File: src/wsfr_pkg.sv
// Types and constants of the frame receiver.
package wsfr_pkg;

   // Frame opcodes that the parser tells apart.
   localparam logic [3:0] OP_CONT  = 4'h0;
   localparam logic [3:0] OP_TEXT  = 4'h1;
   localparam logic [3:0] OP_CLOSE = 4'h8;
   localparam logic [3:0] OP_PING  = 4'h9;

   // Seven-bit length codes that announce an extended length.
   localparam logic [6:0] LEN7_EXT16 = 7'd126;
   localparam logic [6:0] LEN7_EXT64 = 7'd127;

   // Extra header bytes after the first one of a field.
   localparam logic [2:0] EXT16_MORE = 3'd1;
   localparam logic [2:0] EXT64_MORE = 3'd7;
   localparam logic [2:0] MASK_MORE  = 3'd3;

   // Result stream kinds.
   localparam logic [1:0] KIND_TEXT  = 2'd0;
   localparam logic [1:0] KIND_PING  = 2'd1;
   localparam logic [1:0] KIND_CLOSE = 2'd2;

   // Queue between parser and output stage.
   localparam int QUEUE_DEPTH = 2;
   localparam int QPTR_BITS   = $clog2(QUEUE_DEPTH);
   localparam int QCNT_BITS   = $clog2(QUEUE_DEPTH + 1);

   // Parser phases.
   typedef enum logic [5:0] {
      PH_HDR0    = 6'b000001,
      PH_HDR1    = 6'b000010,
      PH_EXT     = 6'b000100,
      PH_MASK    = 6'b001000,
      PH_PAYLOAD = 6'b010000,
      PH_CLOSED  = 6'b100000
   } wsfr_phase_type;

   // One result as it travels from the parser to the output stage.
   typedef struct packed {
      logic [7:0] raw_byte;
      logic [7:0] key_byte;
      logic       unmask;
      logic       has_byte;
      logic [1:0] stream_kind;
      logic       message_start;
      logic       frame_end;
      logic       message_end;
   } wsfr_item_type;

endpackage

File: src/wsfr_front.sv
// Frame parser: accepts stream bytes, tracks the header and classifies results.
module wsfr_front #(
   parameter int LENGTH_BITS = 64
) (
   input  logic                   clock,
   input  logic                   reset,
   input  logic                   accept,
   input  logic [7:0]             rx_byte,
   output logic                   push,
   output wsfr_pkg::wsfr_item_type item
);
   import wsfr_pkg::*;

   wsfr_phase_type         phase_ff, phase_in;
   logic                   fin_ff, fin_in;
   logic [3:0]             op_ff, op_in;
   logic                   mp_ff, mp_in;
   logic [2:0]             hbc_ff, hbc_in;
   logic [LENGTH_BITS-1:0] len_ff, len_in;
   logic                   ovf_ff, ovf_in;
   logic [3:0][7:0]        key_ff, key_in;
   logic [1:0]             mi_ff, mi_in;
   logic                   asm_ff, asm_in;
   logic                   sp_ff, sp_in;

   logic                   hdr_done;
   logic                   begin_frame;
   logic                   emit_req;
   logic                   emit_has;
   logic                   emit_last;
   logic [LENGTH_BITS-1:0] len_shift;
   logic                   ovf_shift;

   // Extended length shifts in one byte; bits leaving the top mark an oversized length.
   assign len_shift = {len_ff[LENGTH_BITS-9:0], rx_byte};
   assign ovf_shift = ovf_ff | (len_ff[LENGTH_BITS-1:LENGTH_BITS-8] != 8'd0);

   // Next-state logic for one accepted byte.
   always_comb begin
      phase_in    = phase_ff;
      fin_in      = fin_ff;
      op_in       = op_ff;
      mp_in       = mp_ff;
      hbc_in      = hbc_ff;
      len_in      = len_ff;
      ovf_in      = ovf_ff;
      key_in      = key_ff;
      mi_in       = mi_ff;
      asm_in      = asm_ff;
      sp_in       = sp_ff;
      hdr_done    = 1'b0;
      begin_frame = 1'b0;
      emit_req    = 1'b0;
      emit_has    = 1'b0;
      emit_last   = 1'b0;
      push        = 1'b0;
      item        = '0;
      if (accept) begin
         unique case (phase_ff)
            PH_HDR0: begin
               fin_in   = rx_byte[7];
               op_in    = rx_byte[3:0];
               mp_in    = 1'b0;
               hbc_in   = 3'd0;
               phase_in = PH_HDR1;
            end
            PH_HDR1: begin
               mp_in  = rx_byte[7];
               ovf_in = 1'b0;
               len_in = '0;
               if (rx_byte[6:0] == LEN7_EXT16) begin
                  hbc_in   = EXT16_MORE;
                  phase_in = PH_EXT;
               end else if (rx_byte[6:0] == LEN7_EXT64) begin
                  hbc_in   = EXT64_MORE;
                  phase_in = PH_EXT;
               end else begin
                  len_in   = LENGTH_BITS'(rx_byte[6:0]);
                  hdr_done = 1'b1;
               end
            end
            PH_EXT: begin
               ovf_in = ovf_shift;
               if (hbc_ff != 3'd0) begin
                  len_in = len_shift;
                  hbc_in = hbc_ff - 3'd1;
               end else begin
                  len_in   = ovf_shift ? '1 : len_shift;
                  hdr_done = 1'b1;
               end
            end
            PH_MASK: begin
               key_in = {key_ff[2:0], rx_byte};
               if (hbc_ff != 3'd0) begin
                  hbc_in = hbc_ff - 3'd1;
               end else begin
                  begin_frame = 1'b1;
               end
            end
            PH_PAYLOAD: begin
               mi_in     = mi_ff + 2'd1;
               len_in    = len_ff - LENGTH_BITS'(1);
               emit_req  = 1'b1;
               emit_has  = 1'b1;
               emit_last = (len_ff == LENGTH_BITS'(1));
               if (emit_last) begin
                  phase_in = PH_HDR0;
               end
            end
            PH_CLOSED: begin
               phase_in = PH_CLOSED;
            end
            default: begin
               phase_in = PH_HDR0;
            end
         endcase

         // Length known: a masking key follows, or the frame body starts.
         if (hdr_done) begin
            if (mp_in) begin
               hbc_in   = MASK_MORE;
               phase_in = PH_MASK;
            end else begin
               begin_frame = 1'b1;
            end
         end

         // Frame body starts; an empty frame gives its marker at once.
         if (begin_frame) begin
            mi_in = 2'd0;
            if (op_ff == OP_TEXT) begin
               asm_in = 1'b1;
               sp_in  = 1'b1;
            end
            if (len_in == '0) begin
               emit_req  = 1'b1;
               emit_last = 1'b1;
               phase_in  = PH_HDR0;
            end else begin
               phase_in = PH_PAYLOAD;
            end
         end

         // Route the result by opcode and message state.
         item.raw_byte = rx_byte;
         item.key_byte = key_ff[~mi_ff];
         item.unmask   = mp_ff;
         item.has_byte = emit_has;
         item.frame_end = emit_last;
         if (emit_req) begin
            priority if (op_ff == OP_CLOSE) begin
               if (emit_last) begin
                  push             = 1'b1;
                  item.has_byte    = 1'b0;
                  item.stream_kind = KIND_CLOSE;
                  phase_in         = PH_CLOSED;
                  asm_in           = 1'b0;
                  sp_in            = 1'b0;
               end
            end else if (op_ff == OP_PING) begin
               push             = 1'b1;
               item.stream_kind = KIND_PING;
            end else if (op_ff == OP_TEXT || (op_ff == OP_CONT && asm_in)) begin
               push               = 1'b1;
               item.stream_kind   = KIND_TEXT;
               item.message_start = sp_in;
               sp_in              = 1'b0;
               item.message_end   = emit_last & fin_ff;
               if (emit_last && fin_ff) begin
                  asm_in = 1'b0;
               end
            end
         end
      end
   end

   // Parser registers.
   always_ff @(posedge clock) begin
      if (reset) begin
         phase_ff <= PH_HDR0;
         asm_ff   <= 1'b0;
         sp_ff    <= 1'b0;
      end else begin
         phase_ff <= phase_in;
         asm_ff   <= asm_in;
         sp_ff    <= sp_in;
      end
   end

   always_ff @(posedge clock) begin
      fin_ff <= fin_in;
      op_ff  <= op_in;
      mp_ff  <= mp_in;
      hbc_ff <= hbc_in;
      len_ff <= len_in;
      ovf_ff <= ovf_in;
      key_ff <= key_in;
      mi_ff  <= mi_in;
   end

endmodule

File: src/wsfr_queue.sv
// Short result queue between the parser and the output stage.
module wsfr_queue (
   input  logic                    clock,
   input  logic                    reset,
   input  logic                    push,
   input  wsfr_pkg::wsfr_item_type push_item,
   input  logic                    pop,
   output logic                    full,
   output logic                    not_empty,
   output wsfr_pkg::wsfr_item_type head_item
);
   import wsfr_pkg::*;

   wsfr_item_type          slot_ff [QUEUE_DEPTH];
   logic [QPTR_BITS-1:0]   wr_ptr_ff, wr_ptr_in;
   logic [QPTR_BITS-1:0]   rd_ptr_ff, rd_ptr_in;
   logic [QCNT_BITS-1:0]   count_ff, count_in;

   assign full      = (count_ff == QCNT_BITS'(QUEUE_DEPTH));
   assign not_empty = (count_ff != '0);
   assign head_item = slot_ff[rd_ptr_ff];

   // Pointer and fill count update; wrap at the queue depth.
   always_comb begin
      wr_ptr_in = wr_ptr_ff;
      rd_ptr_in = rd_ptr_ff;
      count_in  = count_ff;
      if (push) begin
         wr_ptr_in = (wr_ptr_ff == QPTR_BITS'(QUEUE_DEPTH - 1)) ? '0 : wr_ptr_ff + 1'b1;
      end
      if (pop) begin
         rd_ptr_in = (rd_ptr_ff == QPTR_BITS'(QUEUE_DEPTH - 1)) ? '0 : rd_ptr_ff + 1'b1;
      end
      if (push && !pop) begin
         count_in = count_ff + 1'b1;
      end else if (pop && !push) begin
         count_in = count_ff - 1'b1;
      end
   end

   always_ff @(posedge clock) begin
      if (reset) begin
         wr_ptr_ff <= '0;
         rd_ptr_ff <= '0;
         count_ff  <= '0;
      end else begin
         wr_ptr_ff <= wr_ptr_in;
         rd_ptr_ff <= rd_ptr_in;
         count_ff  <= count_in;
      end
   end

   // Entry storage.
   always_ff @(posedge clock) begin
      if (push) begin
         slot_ff[wr_ptr_ff] <= push_item;
      end
   end

endmodule

File: src/wsfr_back.sv
// Output stage: unmasks queued payload and holds the result for transfer.
module wsfr_back (
   input  logic                    clock,
   input  logic                    reset,
   input  logic                    q_not_empty,
   input  wsfr_pkg::wsfr_item_type q_item,
   output logic                    q_pop,
   output logic                    rsp_valid,
   input  logic                    rsp_stall,
   output logic [7:0]              rsp_data_byte,
   output logic                    rsp_has_byte,
   output logic [1:0]              rsp_stream_kind,
   output logic                    rsp_message_start,
   output logic                    rsp_frame_end,
   output logic                    rsp_message_end
);
   import wsfr_pkg::*;

   logic       valid_ff, valid_in;
   logic [7:0] data_ff, data_in;
   logic       has_ff;
   logic [1:0] kind_ff;
   logic       ms_ff;
   logic       fe_ff;
   logic       me_ff;

   // Take the next entry whenever the output register is free or drains.
   assign q_pop = q_not_empty && (!valid_ff || !rsp_stall);

   always_comb begin
      valid_in = valid_ff;
      if (q_pop) begin
         valid_in = 1'b1;
      end else if (!rsp_stall) begin
         valid_in = 1'b0;
      end
   end

   // Payload bytes are unmasked here; markers carry a zero byte.
   always_comb begin
      data_in = 8'd0;
      if (q_item.has_byte) begin
         data_in = q_item.unmask ? (q_item.raw_byte ^ q_item.key_byte) : q_item.raw_byte;
      end
   end

   always_ff @(posedge clock) begin
      if (reset) begin
         valid_ff <= 1'b0;
      end else begin
         valid_ff <= valid_in;
      end
   end

   always_ff @(posedge clock) begin
      if (q_pop) begin
         data_ff <= data_in;
         has_ff  <= q_item.has_byte;
         kind_ff <= q_item.stream_kind;
         ms_ff   <= q_item.message_start;
         fe_ff   <= q_item.frame_end;
         me_ff   <= q_item.message_end;
      end
   end

   assign rsp_valid         = valid_ff;
   assign rsp_data_byte     = data_ff;
   assign rsp_has_byte      = has_ff;
   assign rsp_stream_kind   = kind_ff;
   assign rsp_message_start = ms_ff;
   assign rsp_frame_end     = fe_ff;
   assign rsp_message_end   = me_ff;

endmodule

File: src/websocket_frame_receiver_unit.sv
// Top level of the WebSocket frame receiver.
//
//   Channel  Direction  Handshake           Payload
//   req_     in         req_valid/req_stall req_rx_byte
//   rsp_     out        rsp_valid/rsp_stall data_byte, has_byte, stream_kind,
//                                           message_start, frame_end, message_end
//
// One byte is accepted per clock unless req_stall is high; the parser works combinationally.
// A result reaches rsp_ through the queue entry, written at the edge that transfers its byte,
// and then the output register, written when that register is free or drains.
// reset is synchronous and returns the parser to the first header byte.
// req_stall rises only when the two-entry queue is full, which takes a stalled rsp_ side.
// After a close notice every byte is accepted and dropped until reset.
module websocket_frame_receiver_unit #(
   parameter int LENGTH_BITS = 64
) (
   input  logic       clock,
   input  logic       reset,
   input  logic       req_valid,
   output logic       req_stall,
   input  logic [7:0] req_rx_byte,
   output logic       rsp_valid,
   input  logic       rsp_stall,
   output logic [7:0] rsp_data_byte,
   output logic       rsp_has_byte,
   output logic [1:0] rsp_stream_kind,
   output logic       rsp_message_start,
   output logic       rsp_frame_end,
   output logic       rsp_message_end
);
   import wsfr_pkg::*;

   logic          accept;
   logic          push;
   wsfr_item_type push_item;
   logic          q_full;
   logic          q_not_empty;
   wsfr_item_type head_item;
   logic          q_pop;

   // A byte transfer completes when the queue has room.
   assign req_stall = q_full;
   assign accept    = req_valid && !q_full;

   wsfr_front #(
      .LENGTH_BITS(LENGTH_BITS)
   ) u_front (
      .clock   (clock),
      .reset   (reset),
      .accept  (accept),
      .rx_byte (req_rx_byte),
      .push    (push),
      .item    (push_item)
   );

   wsfr_queue u_queue (
      .clock     (clock),
      .reset     (reset),
      .push      (push),
      .push_item (push_item),
      .pop       (q_pop),
      .full      (q_full),
      .not_empty (q_not_empty),
      .head_item (head_item)
   );

   wsfr_back u_back (
      .clock             (clock),
      .reset             (reset),
      .q_not_empty       (q_not_empty),
      .q_item            (head_item),
      .q_pop             (q_pop),
      .rsp_valid         (rsp_valid),
      .rsp_stall         (rsp_stall),
      .rsp_data_byte     (rsp_data_byte),
      .rsp_has_byte      (rsp_has_byte),
      .rsp_stream_kind   (rsp_stream_kind),
      .rsp_message_start (rsp_message_start),
      .rsp_frame_end     (rsp_frame_end),
      .rsp_message_end   (rsp_message_end)
   );

endmodule

File: config.mk
export PLATFORM = sky130hd
export DESIGN_NAME = websocket_frame_receiver_unit
export DESIGN_NICKNAME = d
export VERILOG_FILES = /design/src/wsfr_pkg.sv /design/src/wsfr_front.sv /design/src/wsfr_queue.sv /design/src/wsfr_back.sv /design/src/websocket_frame_receiver_unit.sv
export SDC_FILE = /design/constraint.sdc
export NUM_CORES = 1
export LEC_CHECK = 0
export ABC_AREA = 1
export BUFFER_PORTS_ARGS = -buffer_cell sky130_fd_sc_hd__buf_4
export CORE_MARGIN = 5
export CORE_UTILIZATION = 40
export CTS_CLUSTER_SIZE = 12
export DETAILED_ROUTE_END_ITERATION = 10
export HOLD_SLACK_MARGIN = 0.12
export PLACE_DENSITY = 0.68
export SKIP_LAST_GASP = 1
export SLEW_MARGIN = 0
export SYNTH_ARGS = -nofsm -noshare
export SYNTH_HDL_FRONTEND = slang
export SYNTH_SLANG_ARGS = --single-unit
File: constraint.sdc
create_clock -name clock -period 4.7 [get_ports clock]
set_clock_uncertainty 0.2 [all_clocks]
set_input_delay 0.235 -clock clock [delete_from_list [all_inputs] [get_ports clock]]
set_output_delay 0.235 -clock clock [all_outputs]
set_load 0.005 [all_outputs]
* Yosys cells after proc, flatten, opt, wreduce, memory -nomap -nowiden
Memory sizes are Yosys's and may differ from the RTL's. A register that Yosys moved wholly into a read port is not among the register bits.
Cells that the tools add are included.
Widths: inputs -> output; s select.
** Operators by class
- Bitwise operators :: 4
- Add/sub/neg operators :: 7
- Equal/unequal tests :: 14
- Reductions and logical operators :: 26
- Muxes and demuxes :: 92
- Order comparisons :: 1
** Operators by type and width (number)
- $mux 64 :: 4
- $pmux 64 s3 :: 1
- $eq 64x1->1 const B :: 1
- $logic_not 64->1 :: 1
- $sub 64x1->64 const B :: 1
- $mux 1 :: 55
- $mux 6 :: 9
- $pmux 6 s5 :: 1
- $mux 23 :: 1
- $mux 3 :: 6
- $bmux 8 s2 :: 1
- $mux 8 :: 2
- $eq 7x7->1 const B :: 2
- $mux 2 :: 5
- $pmux 3 s3 :: 1
- $eq 4x4->1 const B :: 2
- $reduce_and 2->1 :: 4
- $reduce_bool 2->1 :: 4
- $reduce_bool 8->1 :: 1
- $xor 8x8->8 :: 1
- $mux 7 :: 1
- $eq 6x1->1 const B :: 1
- $eq 6x2->1 const B :: 1
- $eq 6x3->1 const B :: 1
- other kinds (23) :: 37
** Word-level totals
- Output and inout port bits :: 16
- Logic and storage cells :: 169
- Flip-flop bits (word level) :: 135
- Input bits :: 12
- Bits in writable memories :: 46
- Memories kept :: 1
** Memory list
- u_queue.slot_ff :: depth 2, width 23, read ports 1, clocked after Yosys merged registers in 1, wr ports 1, line wsfr_queue.sv:14 : wsfr_item_type slot_ff [QUEUE_DEPTH];

* Depth between registers and ports, before layout
- Word-level depth :: 20
- Depth in mapped cells :: 26
- Mapped depth without buffers :: 25

* Hierarchy
A second synthesis with hierarchy kept.
** Unflattened totals
- Cell total of the unflattened synthesis :: 1487
- Area, all modules :: 11225.8 µm²
** By module, submodules not included
- wsfr_front :: cells an instance 1327, sequential area each 3403.3 µm², area an instance 8680.8 µm², instances 1
- wsfr_queue :: cells an instance 104, sequential area each 1481.4 µm², area an instance 1889.3 µm², instances 1
- wsfr_back :: cells an instance 54, sequential area each 440.4 µm², area an instance 645.6 µm², instances 1
- websocket_frame_receiver_unit :: cells an instance 2, sequential area each 0.0 µm², area an instance 10.0 µm², instances 1

* Worst setup path after synthesis
No wires, ideal clock.
- Path kind :: reg2reg
- Start point :: reg u_front.len_ff[0]
- End point :: mem u_queue.slot_ff[0][0] in the netlist's numbering (enable)
- Arrival time :: 3842 ps
- Slack :: 226 ps
- Library setup time :: 432 ps
- Data required time :: 4068 ps
- Cell stages (with the launch flop) :: 18
- Period minus slack after synthesis :: 4474 ps
- Path buffers :: 0
- Path through :: edfxtp_1 > inv_2 > ha_1 > nand2_2 > nor2_8 > nand2_4 > nor2_4 > nand3_1 > nand3_1 > nand3_2 > or2_0 > nor2_1 > nand2_1 > nor2_1 > nand2_1 > nand2_2 > nand2_2 > nor3_1
** On the way
- Cells in the longest elaborated chain, start to end :: 14
- Elaborated cells between the ends (all ways) :: 20
- Classes of those cells :: add/sub (1); eq/ne (1); mux (17); reduce/logical (1)
** RTL lines
- start, declared :: line wsfr_front.sv:19 : logic [LENGTH_BITS-1:0] len_ff, len_in;
- start signal, assigned :: line wsfr_front.sv:195 : len_ff <= len_in;
- parallel branches: the longest is 10 deep, another holds $sub 64x1->64
- $mux 1 (*) :: line wsfr_front.sv:150 : if (emit_req) begin
- $mux 1 (*) :: line wsfr_front.sv:58 : if (accept) begin
- $mux 1 (*) :: line wsfr_queue.sv:55 : if (push) begin
- $mux 1 (not written as such) (*) :: line wsfr_queue.sv:56 : slot_ff[wr_ptr_ff] <= push_item;
- end, declared :: line wsfr_queue.sv:14
Mark *: on every way between the ends. The select of a mux whose other input is x is not followed.

* Worst setup path after layout
- Start point :: reg u_front.len_ff[0]
- End point :: reg u_queue.count_ff[1]
** On the way
- Cells in the longest elaborated chain, start to end :: 15
- Elaborated cells between the ends (all ways) :: 23
- Classes of those cells :: add/sub (1); eq/ne (1); mux (16); reduce/logical (5)
** RTL lines
- parallel branches: the longest is 10 deep, another holds $sub 64x1->64
- $mux 1 (*) :: line wsfr_front.sv:150
- $mux 1 (*) :: line wsfr_front.sv:58
- named net push :: line websocket_frame_receiver_unit.sv:34 : logic push;
- $logic_not 1->1 :: line wsfr_queue.sv:36 : end else if (pop && !push) begin
- $logic_and 1x1->1 :: line wsfr_queue.sv:36
- $reduce_bool 2->1 (no line)
- end signal, assigned :: line wsfr_queue.sv:49 : count_ff <= count_in;
- end, declared :: line wsfr_queue.sv:17 : logic [QCNT_BITS-1:0] count_ff, count_in;
Mark *: on every way through the listed nets, which the timed path passes. The select of a mux whose other input is x is not followed.
A chain may end at the register's enable or synchronous reset.

==> qor.txt <==
Final ANT Viol Nets -> 0
CP delay by family, top -> simple AND/OR/NAND/NOR gates
Netlist Area Pre-Place -> 0.01134 mm2
Max transition margin -> 51.64%
Post-Syn Nets -> 1530
fin crit period -> 4.219 ns
worst slew pin tran -> 0.7245 ns
Placement Setup Slack -> 0.6353 ns
commonest cells in the synthesized netlist -> 425 x nand2_1, 308 x nor2_1, 168 x edfxtp_1
sequential area share after synthesis -> 46.98%
Root Driver -> clkbuf_16
Hold Path Class -> in2reg
status -> complete, no violations
biggest area consumer among synthesized cells -> edfxtp_1
Non-Filler Instances -> 1937
width of the die -> 178.3 um
Pwr Density -> 454.2 mW/mm2
Hold Vio Cnt, Final -> 0
Num Clock Sinks -> 182
Max VDD drop -> 0.2799 mV
Worst Setup Slack, final -> 0.4808 ns
Worst setup SP type -> flip-flop
clk buf depth -> 2
CP Class -> reg2reg
Starting Density -> 40.69%
WP buf/inv -> 1
critical path fanouts, max -> 6
fmax -> 237.0 MHz
Worst path slowest cell -> edfxtp_1
max cap viols -> 0
first-pass GRT wire length -> 53.96 mm
DP HPWL -> 25.52 mm
Buffers on Ports -> 27
IO Count -> 28
remaining global-route overflow -> 0
Reg clk slew, reported paths -> 0.09 ns
most frequent cell after synthesis -> nand2_1
unrepaired setup endpoints after global routing -> false
Final period util -> 89.77%
Placer Congestion -> 0.9809
Storage cell area -> 0.005325 mm2
DIE AREA -> 0.03181 mm2
vias in the first global route -> 9642
CTS Buf Count -> 17
TritonRoute pass-1 iters -> 6
Rows -> 61
Leakage -> 0.005034 uW
WL final -> 34.38 mm
Crit path largest cell delay -> 0.45 ns
antenna violations before repair -> 0
Antenna Cells -> 0
Via density -> 5.287
syn avg cell area -> 7.492 um2
FFs w/ async S/R, synth -> 0%
area grow syn2layout -> 12.00%
clock latency at the later pin of the worst-skew pair -> 0.46 ns
core area -> 0.02786 mm2
Post-Place Cells -> 1895
Worst Path Required -> 4.83 ns
flops & latches, synth -> 182
total global-route track usage -> 21.93%
largest net degree at the start of global routing -> 49
Post-Route Utilization -> 45.57%
Synth area leaders -> edfxtp_1 45%, nand2_1 14%, nor2_1 10%
DRC viols -> 0
via count -> 10241
setup violators final -> 0
hold_ws -> 0.1597 ns
share of the synthesized area in the top cell type -> 44.50%
Max Transition Viols Final -> 0
cell chain of the critical path -> inv_2 -> ha_1 -> nand2_2 -> nor2_8 -> nand2_2 -> nor2_2 -> nand3_1 -> nand3_1 -> nand3_1 -> nor2_1 -> nand2_1 -> nor2_1 -> nand2_1 -> nor2_1 -> nand2_1 -> nand2_2 -> nand2_2 -> nor2_4 -> ha_1 -> a21oi_1 -> o21ai_0 -> o21ai_0 -> a21oi_1
DRT iter0 DRCs -> 1059
CP most frequent cell -> nand2_2
post_cts resized -> 0
H-tree depth -> 4
Synth Warn # -> 0
area occupied by multi-input gates -> 0.005270 mm2
routed length per instance -> 17.75 um
post-synth cell types -> 43
main flop type after synthesis -> edfxtp_1
NumNets Final -> 1563
share of cells above drive strength 1 -> 10.58%
filler instances -> 2767
Die H -> 178.3 um
post-synthesis cell count -> 1513
EDFF count, synth -> 168
total negative setup slack -> 0 ns
critical path capture point type -> flip-flop
CTS tree -> yes
critical path arrival -> 4.35 ns
-- layout by cell type (no fill, tap or decap), drive strengths merged, types with 4 or more instances in the layout --
master / netlist / final
dfxtp: 14 / 14
buf: 21 / 42
o21ai: 82 / 82
a21oi: 42 / 42
clkbuf: 17 / 17
edfxtp: 168 / 168
dlygate4sd3: 0 / 10
nand2: 452 / 452
nand3: 165 / 165
o21bai: 9 / 9
nand4: 10 / 10
nor3: 9 / 9
and2: 4 / 4
nor2: 345 / 345
ha: 5 / 5
o211ai: 4 / 4
nand3b: 7 / 7
inv: 141 / 155
-- metrics by stage --
step                      instance area [um2]  total power, uW
final                                   12700             5766
after global routing                    12700             6099
after CTS                               12700             5773
after detailed placement                11930             4142
after global placement                  11930             4134
after floorplan                         11340             3545
-- worst paths after layout --
| kind | from | endpoint | slack (ns) | cells after the start |
|---|---|---|---|---|
| worst max-delay path | u_front.len_ff[0]$_DFFE_PP_ | u_queue.count_ff[1]$_SDFFE_PP0P_ | 0.48 | 23 |
| worst min-delay path | req_valid | u_front.phase_ff[4]$_SDFFE_PP0P_ | 0.16 | 5 |
| worst max register to register | u_front.len_ff[0]$_DFFE_PP_ | u_queue.count_ff[1]$_SDFFE_PP0P_ | 0.48 | 23 |
| worst min register to register | u_front.key_ff[23]$_DFFE_PP_ | u_front.key_ff[31]$_DFFE_PP_ | 0.24 | 0 |
-- logic make-up after synthesis --
kind of cell	count (synthesis)	share of synthesized area, %
adders and majority gates	5	0.5519
and+or+nand+nor	1000	38.80
AOI/OAI and AO/OA	142	6.766
DFF	182	46.98
xor gates and xnor gates	3	0.2318
buffers and inverters	181	6.678
-- sequential cells by signal, summed over array words and instances, names as in the netlist, 2 cells and up, named ones only --
signal and flops:
u_back.rsp_stream_kind 2, u_front.key_ff 32, u_back.rsp_data_byte 8, u_front.len_ff 64
u_front.op_ff 4, u_queue.slot_ff 46, u_front.mi_ff 2, u_front.phase_ff 6
u_front.hbc_ff 3, u_queue.count_ff 2
-- worst min-delay path, stage by stage --
cell and delay, ns:
buf_4 0.08, o21ai_2 0.04, buf_4 0.24, nand2_1 0.10, a21oi_1 0.06
-- power by group --
| part | switching [uW] | total [uW] | leakage, uW | internal (uW) |
|---|---|---|---|---|
| Combinational | 1130 | 1650 | 0.00301 | 519 |
| Clock | 856 | 1630 | 0.000320 | 775 |
| Sequential | 320 | 2480 | 0.00170 | 2160 |
-- cell type report --
| class | instances | area share, % |
|---|---|---|
| Sequential cell | 182 | 41.94 |
| Multi-Input combinational cell | 1150 | 41.51 |
| Inverter | 143 | 4.228 |
| Tap cell | 378 | 3.725 |
| Clock inverter | 15 | 1.872 |
| Timing Repair Buffer | 52 | 3.370 |
| Clock buffer | 17 | 3.351 |
-- routing by layer --
metal	part of all wire [%]	global-route usage [%]	wire [um]
met3	8.5	4.133	2911
met1	43	29.84	14620
met5	0	0	0
met2	45	34.85	15550
met4	3.8	8.283	1301
-- timing repair --
action	CTS	global route
setup buffers	0	0
hold buffers	10	0
endpoints found under the hold margin	46	0
No activity file was read; power rests on OpenSTA's default activity.
